[config.mk]
export PLATFORM = sky130hd
export DESIGN_NAME = bds_ctrl
export DESIGN_NICKNAME = d
export VERILOG_FILES = /design/src/hw/rtl/bds_pkg.sv /design/src/hw/rtl/bds_ctrl.sv
export SDC_FILE = /design/constraint.sdc
export NUM_CORES = 1
export LEC_CHECK = 0
export ABC_AREA = 1
export BUFFER_PORTS_ARGS = -buffer_cell sky130_fd_sc_hd__buf_2
export CORE_AREA = 2 2 39 41
export CTS_CLUSTER_DIAMETER = 60
export DETAILED_ROUTE_END_ITERATION = 10
export DIE_AREA = 0 0 41 43
export GPL_TIMING_DRIVEN = 1
export HOLD_SLACK_MARGIN = 0.02
export PLACE_DENSITY = 0.75
export SLEW_MARGIN = 40
export SYNTH_ARGS = -nofsm -noshare
export SYNTH_HDL_FRONTEND = slang
export SYNTH_SLANG_ARGS = --single-unit
[constraint.sdc]
create_clock -name aclk -period 2.46 [get_ports aclk]
set_clock_uncertainty 0.1 [all_clocks]
set_input_delay 0.369 -clock aclk [delete_from_list [all_inputs] [get_ports aclk]]
set_output_delay 0.369 -clock aclk [all_outputs]
set_load 0.03 [all_outputs]
[src/hw/rtl/bds_pkg.sv]
// ----------------------------------------------------------------------------
// bds_pkg
// Shared constants and types for the bounded data stack.
// ----------------------------------------------------------------------------
package bds_pkg;

    localparam int DEPTH       = 128;
    localparam int ADDR_W      = $clog2(DEPTH);
    localparam int PTR_W       = $clog2(DEPTH + 1);
    localparam int WORD_W      = 64;
    localparam int OP_W        = 3;
    localparam int ST_W        = 2;
    localparam int DEPTH_OUT_W = 8;
    localparam int S_DATA_W    = 72;
    localparam int M_DATA_W    = 80;

    localparam logic [OP_W-1:0] OP_PUSH  = 3'd0;
    localparam logic [OP_W-1:0] OP_POP   = 3'd1;
    localparam logic [OP_W-1:0] OP_PEEK  = 3'd2;
    localparam logic [OP_W-1:0] OP_DUP   = 3'd3;
    localparam logic [OP_W-1:0] OP_SWAP  = 3'd4;
    localparam logic [OP_W-1:0] OP_CLEAR = 3'd5;

    localparam logic [ST_W-1:0] ST_OK    = 2'd0;
    localparam logic [ST_W-1:0] ST_OVER  = 2'd1;
    localparam logic [ST_W-1:0] ST_UNDER = 2'd2;

    localparam logic [1:0] ADDR_TOP  = 2'd0;
    localparam logic [1:0] ADDR_NEXT = 2'd1;
    localparam logic [1:0] ADDR_FREE = 2'd2;

    localparam logic [1:0] WD_WORD  = 2'd0;
    localparam logic [1:0] WD_RDATA = 2'd1;
    localparam logic [1:0] WD_HOLD  = 2'd2;

    localparam logic [1:0] PTR_KEEP = 2'd0;
    localparam logic [1:0] PTR_INC  = 2'd1;
    localparam logic [1:0] PTR_DEC  = 2'd2;
    localparam logic [1:0] PTR_CLR  = 2'd3;

    typedef struct packed {
        logic            load;
        logic            mem_we;
        logic [1:0]      addr_sel;
        logic [1:0]      wdata_sel;
        logic            hold_load;
        logic            rd_load;
        logic [1:0]      ptr_op;
        logic            out_load;
        logic [ST_W-1:0] status;
    } bds_cmd_t;

    typedef struct packed {
        logic [OP_W-1:0] op;
        logic            empty;
        logic            below_two;
        logic            full;
        logic            out_busy;
    } bds_stat_t;

endpackage

[src/hw/rtl/bds_ctrl.sv]
// ----------------------------------------------------------------------------
// bds_ctrl
// Sequencer: checks each operation against the fill level and steps the
// datapath through its memory accesses.
// ----------------------------------------------------------------------------
module bds_ctrl (
    input  logic               aclk,
    input  logic               aresetn,
    input  logic               in_valid,
    output logic               in_ready,
    input  bds_pkg::bds_stat_t stat,
    output bds_pkg::bds_cmd_t  cmd
);
    import bds_pkg::*;

    localparam logic [2:0] S_IDLE = 3'd0;
    localparam logic [2:0] S_DEC  = 3'd1;
    localparam logic [2:0] S_RDT  = 3'd2;
    localparam logic [2:0] S_DUPW = 3'd3;
    localparam logic [2:0] S_SW1  = 3'd4;
    localparam logic [2:0] S_SW2  = 3'd5;
    localparam logic [2:0] S_SW3  = 3'd6;
    localparam logic [2:0] S_DONE = 3'd7;

    logic [2:0]      state_reg, state_next;
    logic [ST_W-1:0] st_reg, st_next;

    assign in_ready = (state_reg == S_IDLE);

    always_ff @(posedge aclk) begin
        if (!aresetn) begin
            state_reg <= S_IDLE;
            st_reg    <= ST_OK;
        end else begin
            state_reg <= state_next;
            st_reg    <= st_next;
        end
    end

    always_comb begin
        state_next = state_reg;
        st_next    = st_reg;
        cmd        = '0;
        cmd.status = st_reg;
        case (state_reg)
            S_IDLE: begin
                if (in_valid) begin
                    cmd.load   = 1'b1;
                    st_next    = ST_OK;
                    state_next = S_DEC;
                end
            end
            S_DEC: begin
                state_next = S_DONE;
                case (stat.op)
                    OP_PUSH: begin
                        if (stat.full) begin
                            st_next = ST_OVER;
                        end else begin
                            cmd.mem_we    = 1'b1;
                            cmd.addr_sel  = ADDR_FREE;
                            cmd.wdata_sel = WD_WORD;
                            cmd.ptr_op    = PTR_INC;
                        end
                    end
                    OP_POP, OP_PEEK: begin
                        if (stat.empty) begin
                            st_next = ST_UNDER;
                        end else begin
                            cmd.addr_sel = ADDR_TOP;
                            state_next   = S_RDT;
                        end
                    end
                    OP_DUP: begin
                        if (stat.full) begin
                            st_next = ST_OVER;
                        end else if (stat.empty) begin
                            st_next = ST_UNDER;
                        end else begin
                            cmd.addr_sel = ADDR_TOP;
                            state_next   = S_DUPW;
                        end
                    end
                    OP_SWAP: begin
                        if (stat.below_two) begin
                            st_next = ST_UNDER;
                        end else begin
                            cmd.addr_sel = ADDR_TOP;
                            state_next   = S_SW1;
                        end
                    end
                    OP_CLEAR: begin
                        if (stat.empty) begin
                            st_next = ST_UNDER;
                        end else begin
                            cmd.ptr_op = PTR_CLR;
                        end
                    end
                    default: begin
                    end
                endcase
            end
            S_RDT: begin
                cmd.rd_load = 1'b1;
                if (stat.op == OP_POP) begin
                    cmd.ptr_op = PTR_DEC;
                end
                state_next = S_DONE;
            end
            S_DUPW: begin
                cmd.mem_we    = 1'b1;
                cmd.addr_sel  = ADDR_FREE;
                cmd.wdata_sel = WD_RDATA;
                cmd.ptr_op    = PTR_INC;
                state_next    = S_DONE;
            end
            S_SW1: begin
                cmd.hold_load = 1'b1;
                cmd.addr_sel  = ADDR_NEXT;
                state_next    = S_SW2;
            end
            S_SW2: begin
                cmd.mem_we    = 1'b1;
                cmd.addr_sel  = ADDR_TOP;
                cmd.wdata_sel = WD_RDATA;
                state_next    = S_SW3;
            end
            S_SW3: begin
                cmd.mem_we    = 1'b1;
                cmd.addr_sel  = ADDR_NEXT;
                cmd.wdata_sel = WD_HOLD;
                state_next    = S_DONE;
            end
            S_DONE: begin
                if (!stat.out_busy) begin
                    cmd.out_load = 1'b1;
                    state_next   = S_IDLE;
                end
            end
            default: begin
                state_next = S_IDLE;
            end
        endcase
    end

endmodule

* Yosys cells after proc, flatten, opt, wreduce, memory -nomap -nowiden
Cells that the tools add are included.
** Word-level totals
- Flip-flop bits (word level) :: 5
- Output and inout bits :: 14
** Cells by class
- Mux-type cells :: 33
- Reductions and logical operators :: 11
- Eq/ne operators :: 17
** Operators with widths (count)
- $mux W2 :: 10
- $eq A3 B3 Y1 const B :: 6
- $pmux W2 S3 :: 3
- $pmux W3 S6 :: 1
- $mux W3 :: 5
- $eq A3 B2 Y1 const B :: 4
- $pmux W3 S3 :: 1
- $reduce_or A3 Y1 :: 3
- $mux W1 :: 8
- $pmux W2 S2 :: 2
- $pmux W2 S4 :: 1
- $eq A3 B1 Y1 const B :: 2
- $logic_not A3 Y1 :: 2
- $ne A3 B3 Y1 const B :: 2
- $reduce_or A2 Y1 :: 3
- $mux W5 :: 1
- $ne A5 B2 Y1 const B :: 1
- $reduce_and A5 Y1 :: 1
- $ne A2 B2 Y1 const B :: 2
- $pmux W1 S2 :: 1
- $reduce_and A2 Y1 :: 1
- $reduce_bool A2 Y1 :: 1

* Longest topological paths before layout
Gate-level depths: netlist of the first run.
- Depth after elaboration :: 4
- Depth in mapped cells :: 10
- Gate-level depth less buffers :: 10

* Worst setup path after synthesis of the first run
OpenSTA, ideal clock, no wires.
- Path kind :: register to output
- Start :: reg state_reg[0]
- End :: out cmd[4] (netlist bit)
- Cell stages (with the launch flop) :: 4
- Data arrival time :: 1334 ps
- Setup slack :: 657 ps
- Cell sequence :: dfxtp_1 inv_2 nand2_1 o31ai_1
** RTL lines
- from (decl) :: line bds_ctrl.sv:25 : logic [2:0] state_reg, state_next;
- from (signal assigned) :: line bds_ctrl.sv:35 : state_reg <= state_next;
- to (decl) :: line bds_ctrl.sv:12 : output bds_pkg::bds_cmd_t cmd

==> flow_summary.json, run 1 <==
{
  "outcome": "completed",
  "p_total_w": 0.000550,
  "cp.arrival_ns": 1.46,
  "hp-class": "in -> reg",
  "setup_viol": 0,
  "pwr_density_cell_mw_per_mm2": 692,
  "end_kind": "output pin",
  "post-route-period-util_pct": 78.5,
  "largest_reg_flops": 3,
  "fill_cells": 171,
  "finalHoldViolCount": 0,
  "fin_util_pct": 57.4,
  "rr_startpoint": "state_reg[2]",
  "max_slew.worst_pin.slew_ns": 0.292,
  "overflow": 0,
  "port-buffer-count": 23,
  "drt.antenna.violating_nets": 0,
  "power_frac_seq_pct": 23.2,
  "antenna_found_initial": 0,
  "setup_tns_ns": 0,
  "crit_fanout": 7,
  "worst_slew_margin_rel_pct": 80.5,
  "grt_max_degree": 9,
  "drt_pass1_iterations": 4,
  "row_count": 14,
  "clkSlewWorstSetupHoldPaths_ns": 0.05,
  "cts_resized": 0,
  "drt_drc_violations_left": 0,
  "place_area_um2": 767,
  "gp_congestion": 0.812,
  "yosys_warnings": 0,
  "core_area_mm2": 0.00138,
  "fmax_ghz": 0.518,
  "synth_most_common_cell": "nand2_1",
  "grt_pass1_wl_um": 2560,
  "maxSlewViolCount": 0,
  "htreeDepth": 1,
  "rr_endpoint": "st_reg[0]",
  "syn_nets": 136,
  "avgViaCountPerCell": 4.76,
  "r2r_cells": 8,
  "syn_area_per_cell_um2": 5.05,
  "ys_seq_area_share_pct": 15.8,
  "yosysTopAreaCell": "nand2_1",
  "routedWlPerCell_um": 9.30,
  "vias": 799,
  "clock_power_share_pct": 17.5,
  "cts_tree": "done",
  "syn_inst": 125,
  "syn_area_um2": 632,
  "clk_latency_ns": 0.25,
  "p_int_w": 0.000262,
  "final_nets": 164,
  "netlist_top_cells_area": "nand2_1 25%, dfxtp_1 16%, nor2_1 15%",
  "ir_worst_vdd_mv": 0.415,
  "fp.dieH_um": 43,
  "crit_path_end": "cmd[10]",
  "p_comb_share_pct": 59.3,
  "die_area_mm2": 0.00176,
  "power.leakage_nw": 0.509,
  "reg2reg_slack_ns": 1.10,
  "p_sw_w": 0.000288,
  "rsz0062_at_grt": "no",
  "required_ns": 1.99,
  "antenna_cells": 0,
  "hpwl_um": 1330,
  "grt_pass1_vias": 680,
  "synth_top_area_share_pct": 25.0,
  "post-route-min-period_ns": 1.93,
  "drtIter0Drc": 9,
  "area.growth.synth_to_final_pct": 25.7,
  "synthFlopType": "dfxtp_1",
  "synth_edf_count": 0,
  "cp-start-kind": "register",
  "cts-root-buf": "clkbuf_4",
  "cts.sinks": 5,
  "wl_um": 1560,
  "maxCapViolations": 0,
  "start_util_pct": 45.7,
  "ctsHoldBuffers": 0,
  "placed_cells": 164,
  "dieWidth_um": 41,
  "groute.usage.overall_pct": 20.6,
  "instances_no_fill": 168,
  "final_area_um2": 795,
  "drive_above_1_share_pct": 30.9,
  "post_cts_buffers": 0,
  "synth_seq_cells": 5,
  "num_io_pins": 24,
  "critPathLaunch": "state_reg[2]",
  "ys_top_cells_by_count": "42 x nand2_1, 26 x nor2_1, 15 x inv_1, 7 x inv_2, 7 x nand3_1",
  "yosysUniqueCellTypes": 18,
  "synthArstFlopShare_pct": 0,
  "critical_path_class": "reg -> out",
  "cts_buffer_depth": 2,
  "swShare_pct": 52.3,
  "cts_inserted_buffers": 3
}
-- layout make-up --
class	count	area (µm²)	share of cell area (%)
Clock inverter	1	5.00	0.630
Clock buffer	3	22.5	2.83
Tap cell	16	20.0	2.52
Multi-Input combinational cell	97	445	56.1
Sequential cell	5	100	12.6
Timing Repair Buffer	23	115	14.5
Inverter	23	86.3	10.9
-- critical path, stage by stage, from the launching register on --
cell     delay (ns)
dfxtp_1        0.39
nor2_2         0.21
nand2_1        0.07
nor2_1         0.19
nor2_1         0.08
nor2_1         0.08
buf_2          0.19
-- per-stage QoR --
stage | hold slack [ns] | worst slack [ns]
4_1_cts | 0.250 | 0.525
3_3_place_gp | 0.391 | 0.725
2_1_floorplan | 0.389 | 0.657
6_report | 0.258 | 0.529
3_5_place_dp | 0.405 | 0.692
5_1_grt | 0.273 | 0.348
-- cell usage in the layout, fill, tap and decap left out, drive strengths merged --
master  instances
dfxtp           5
nor3            1
nand4           1
nand3          11
o31ai           1
a21oi           4
buf            23
ha              1
o21ai           2
inv            22
clkinv          2
clkbuf          3
nor2           31
nand2          45
-- power by group through the flow --
| stage | Combinational (W) | Sequential (W) | Clock, W |
|---|---|---|---|
| after floorplan | 0.000236 | 0.000141 | 0 |
| after global placement | 0.000325 | 0.000128 | 0 |
| after detailed placement | 0.000328 | 0.000129 | 0 |
| after CTS | 0.000329 | 0.000127 | 0.000102 |
| after global routing | 0.000368 | 0.000130 | 0.000104 |
| final | 0.000326 | 0.000128 | 0.0000962 |
-- layer usage --
| metal | part of all wire, % | routed length [µm] | up-vias | GRT usage [%] |
|---|---|---|---|---|
| li1 | - | - | 434 | - |
| met1 | 43 | 675 | 348 | 22.8 |
| met2 | 53 | 823 | 17 | 36.3 |
| met3 | 4.1 | 64 | 0 | 3.14 |
| met4 | 0 | 0 | 0 | 8.00 |
| met5 | 0 | 0 | - | 0 |
-- logic make-up after synthesis --
kind of cell	share of synthesized area, %
AO/OA/AOI/OAI	6.53
flip-flops	15.8
buffers and inverters	13.7
AND/OR/NAND/NOR	62.0
adder cells (fa/ha/maj)	1.98
-- how the worst min path moves through the flow --
stage	start	endpoint	slack [ns]	cells after the start
floorplan	aresetn	st_reg[1]	0.39	2
global placement	st_reg[1]	st_reg[1]	0.39	2
finish	aresetn	st_reg[1]	0.26	3
CTS	aresetn	st_reg[1]	0.25	3
global route	aresetn	st_reg[1]	0.27	3
detailed placement	st_reg[1]	st_reg[1]	0.41	2
Note: power is estimated with default switching activity, not from simulation.
==> run 2: changes to the inputs <==
ABC_AREA = 0   (was 1)
CORE_AREA = unset   (was 2 2 39 41)
CORE_MARGIN = 2   (was unset)
CORE_UTILIZATION = 41   (was unset)
DIE_AREA = unset   (was 0 0 41 43)
PLACE_DENSITY = 0.7   (was 0.75)
clock period = 1.7 ns   (was 2.46 ns; I/O delays follow)
==> run 2 against run 1 <==
Clock-buffer cell count up 1. Cell count down 30%. Synthesized cell count down 39%. Power is 8.9% higher. First-iteration DRC count increased to 3.9 times the previous value. Non-clock buffer count rose by 5. Sequential power rose by 16%. Wire length decreased by 1.7%. Clock power grew 49%. Critical path type unchanged. Critical endpoint unchanged.
==> flow_summary.json, run 2 <==
{
  "cp.arrival_ns": 1.31,
  "cp-start-kind": "register",
  "placed_cells": 113,
  "maxSlewViolCount": 0,
  "cts.sinks": 5,
  "post-route-min-period_ns": 1.66,
  "port-buffer-count": 23,
  "layout.cells.most_common": "buf_2",
  "avgViaCountPerCell": 5.73,
  "cts_buffer_depth": 2,
  "fmax_ghz": 0.602,
  "overflow": 0,
  "ys_top_cells_by_count": "8 x nor2_1, 7 x nand2_1, 6 x a21oi_1, 5 x dfxtp_1",
  "dp_slack_ns": 0.111,
  "finalHoldViolCount": 0,
  "core_area_mm2": 0.00128,
  "synthArstFlopShare_pct": 0,
  "synth_edf_count": 0,
  "hp-class": "in -> reg",
  "post_cts_buffers": 0,
  "rsz0062_at_grt": "yes",
  "swShare_pct": 43.4,
  "fp.dieH_um": 40.8,
  "groute.usage.overall_pct": 20.8,
  "yosys_warnings": 0,
  "vias": 670,
  "routedWlPerCell_um": 13.1,
  "setup_viol": 0,
  "clk_latency_ns": 0.25,
  "final_nets": 114,
  "fill_cells": 129,
  "dieWidth_um": 40.8,
  "max_slew.worst_pin.slew_ns": 0.335,
  "post-route-period-util_pct": 97.7,
  "worst_slew_margin_rel_pct": 77.4,
  "instances_no_fill": 117,
  "clkSlewWorstSetupHoldPaths_ns": 0.05,
  "synth_most_common_cell": "nor2_1",
  "syn_nets": 87,
  "syn_area_per_cell_um2": 7.31,
  "required_ns": 1.34,
  "gp_congestion": 0.904,
  "final_area_um2": 753,
  "layout_setup_ws_ns": 0.0399,
  "largest_reg_flops": 3,
  "cts_tree": "done",
  "ctsHoldBuffers": 0,
  "antenna_found_initial": 0,
  "cts-root-buf": "clkbuf_4",
  "ir_worst_vdd_mv": 0.511,
  "synthFlopType": "dfxtp_1",
  "p_comb_share_pct": 51.4,
  "htreeDepth": 1,
  "synth_top_area_share_pct": 18.0,
  "place_area_um2": 697,
  "syn_inst": 76,
  "clock_power_share_pct": 23.9,
  "drive_above_1_share_pct": 44.1,
  "row_count": 13,
  "synth_seq_cells": 5,
  "power.leakage_nw": 0.347,
  "drt_drc_violations_left": 0,
  "fin_util_pct": 58.6,
  "critical_path_class": "reg -> out",
  "start_util_pct": 43.2,
  "num_io_pins": 24,
  "area.growth.synth_to_final_pct": 35.6,
  "drtIter0Drc": 35,
  "grt_pass1_vias": 533,
  "grt_pass1_wl_um": 2300,
  "hpwl_um": 1110,
  "wl_um": 1540,
  "outcome": "completed",
  "pwr_density_cell_mw_per_mm2": 795,
  "die_area_mm2": 0.00167,
  "yosysTopAreaCell": "dfxtp_1",
  "antenna_cells": 0,
  "ys_seq_area_share_pct": 18.0,
  "drt.antenna.violating_nets": 0,
  "p_int_w": 0.000339,
  "end_kind": "output pin",
  "power_frac_seq_pct": 24.6,
  "crit_fanout": 7,
  "setup_tns_ns": 0,
  "yosysUniqueCellTypes": 35,
  "netlist_top_cells_area": "dfxtp_1 18%, a21oi_1 5.4%, nor2_1 5.4%",
  "drt_pass1_iterations": 4,
  "maxCapViolations": 0,
  "grt_max_degree": 15,
  "cts_inserted_buffers": 3,
  "syn_area_um2": 556,
  "p_sw_w": 0.000260,
  "mostFrequentLayoutCells": "21 x buf_2, 8 x nor2_1, 7 x nand2_1"
}
run 2: changes by cell type after synthesis, sizes merged, moves of 3 or more:
| cell | delta |
|---|---|
| nand2 | -38 |
| nor2 | -23 |
| nand3 | -8 |
| and3 | +4 |
| inv | -19 |
| buf | +4 |
| nor3 | +3 |
run 2: repair_timing:
| item | in CTS | in global routing |
|---|---|---|
| setup endpoints to repair | 4 | 4 |
| endpoints found under the hold margin | 0 | 0 |
| gates cloned | 0 | 0 |
| resized for setup | 4 | 6 |
run 2: area by class of cell:
cell class / instances / area [µm²] / area share [%]
multi-input combinational: 62 / 430 / 57.1
clock buffer: 4 / 26.3 / 3.49
sequential: 5 / 105 / 14.0
timing repair buffer: 28 / 161 / 21.4
inverter: 3 / 11.3 / 1.50
tap: 15 / 18.8 / 2.49
run 2: cells by family after synthesis:
group | after synthesis | share of synthesized area [%]
buffers and inverters | 9 | 9.23
adders and majority gates | 1 | 2.25
and+or+nand+nor | 38 | 39.9
DFF | 5 | 18.0
AOI/OAI and AO/OA | 22 | 29.1
xor gates and xnor gates | 1 | 1.58
run 2: worst paths after layout:
check | start | endpoint | slack, ns | depth (start not counted)
max | state_reg[0] | cmd[10] | 0.04 | 4
max reg2reg | state_reg[0] | st_reg[0] | 0.29 | 5
min reg2reg | st_reg[1] | st_reg[1] | 0.48 | 2
min | aresetn | state_reg[0] | 0.18 | 3
run 2: critical path, cell delays in order (launching register included):
cell     delay, ns
dfxtp_2       0.33
inv_2         0.07
ha_1          0.30
nor3_2        0.17
buf_4         0.18
run 2: power by group through the flow:
stage	Clock (W)	Combinational, W	Sequential [W]
detailed placement	0	0.000289	0.000144
floorplan	0	0.000204	0.000147
global placement	0	0.000284	0.000145
finish	0.000143	0.000308	0.000148
global route	0.000157	0.000332	0.000148
CTS	0.000148	0.000294	0.000144
run 2: metal layers:
| layer | share of wire [%] | vias to the layer above | track usage, % | wire [µm] |
|---|---|---|---|---|
| li1 | - | 335 | - | - |
| met1 | 44 | 302 | 27.8 | 677 |
| met2 | 48 | 29 | 33.2 | 736 |
| met3 | 6.4 | 4 | 3.26 | 99 |
| met4 | 1.5 | 0 | 7.50 | 23 |
| met5 | 0 | - | 0 | 0 |
run 2: metrics by stage:
step	total power [W]	hold WS (ns)
2_1_floorplan	0.000351	0.283
3_3_place_gp	0.000429	0.443
3_5_place_dp	0.000434	0.442
4_1_cts	0.000587	0.183
5_1_grt	0.000637	0.187
6_report	0.000599	0.183
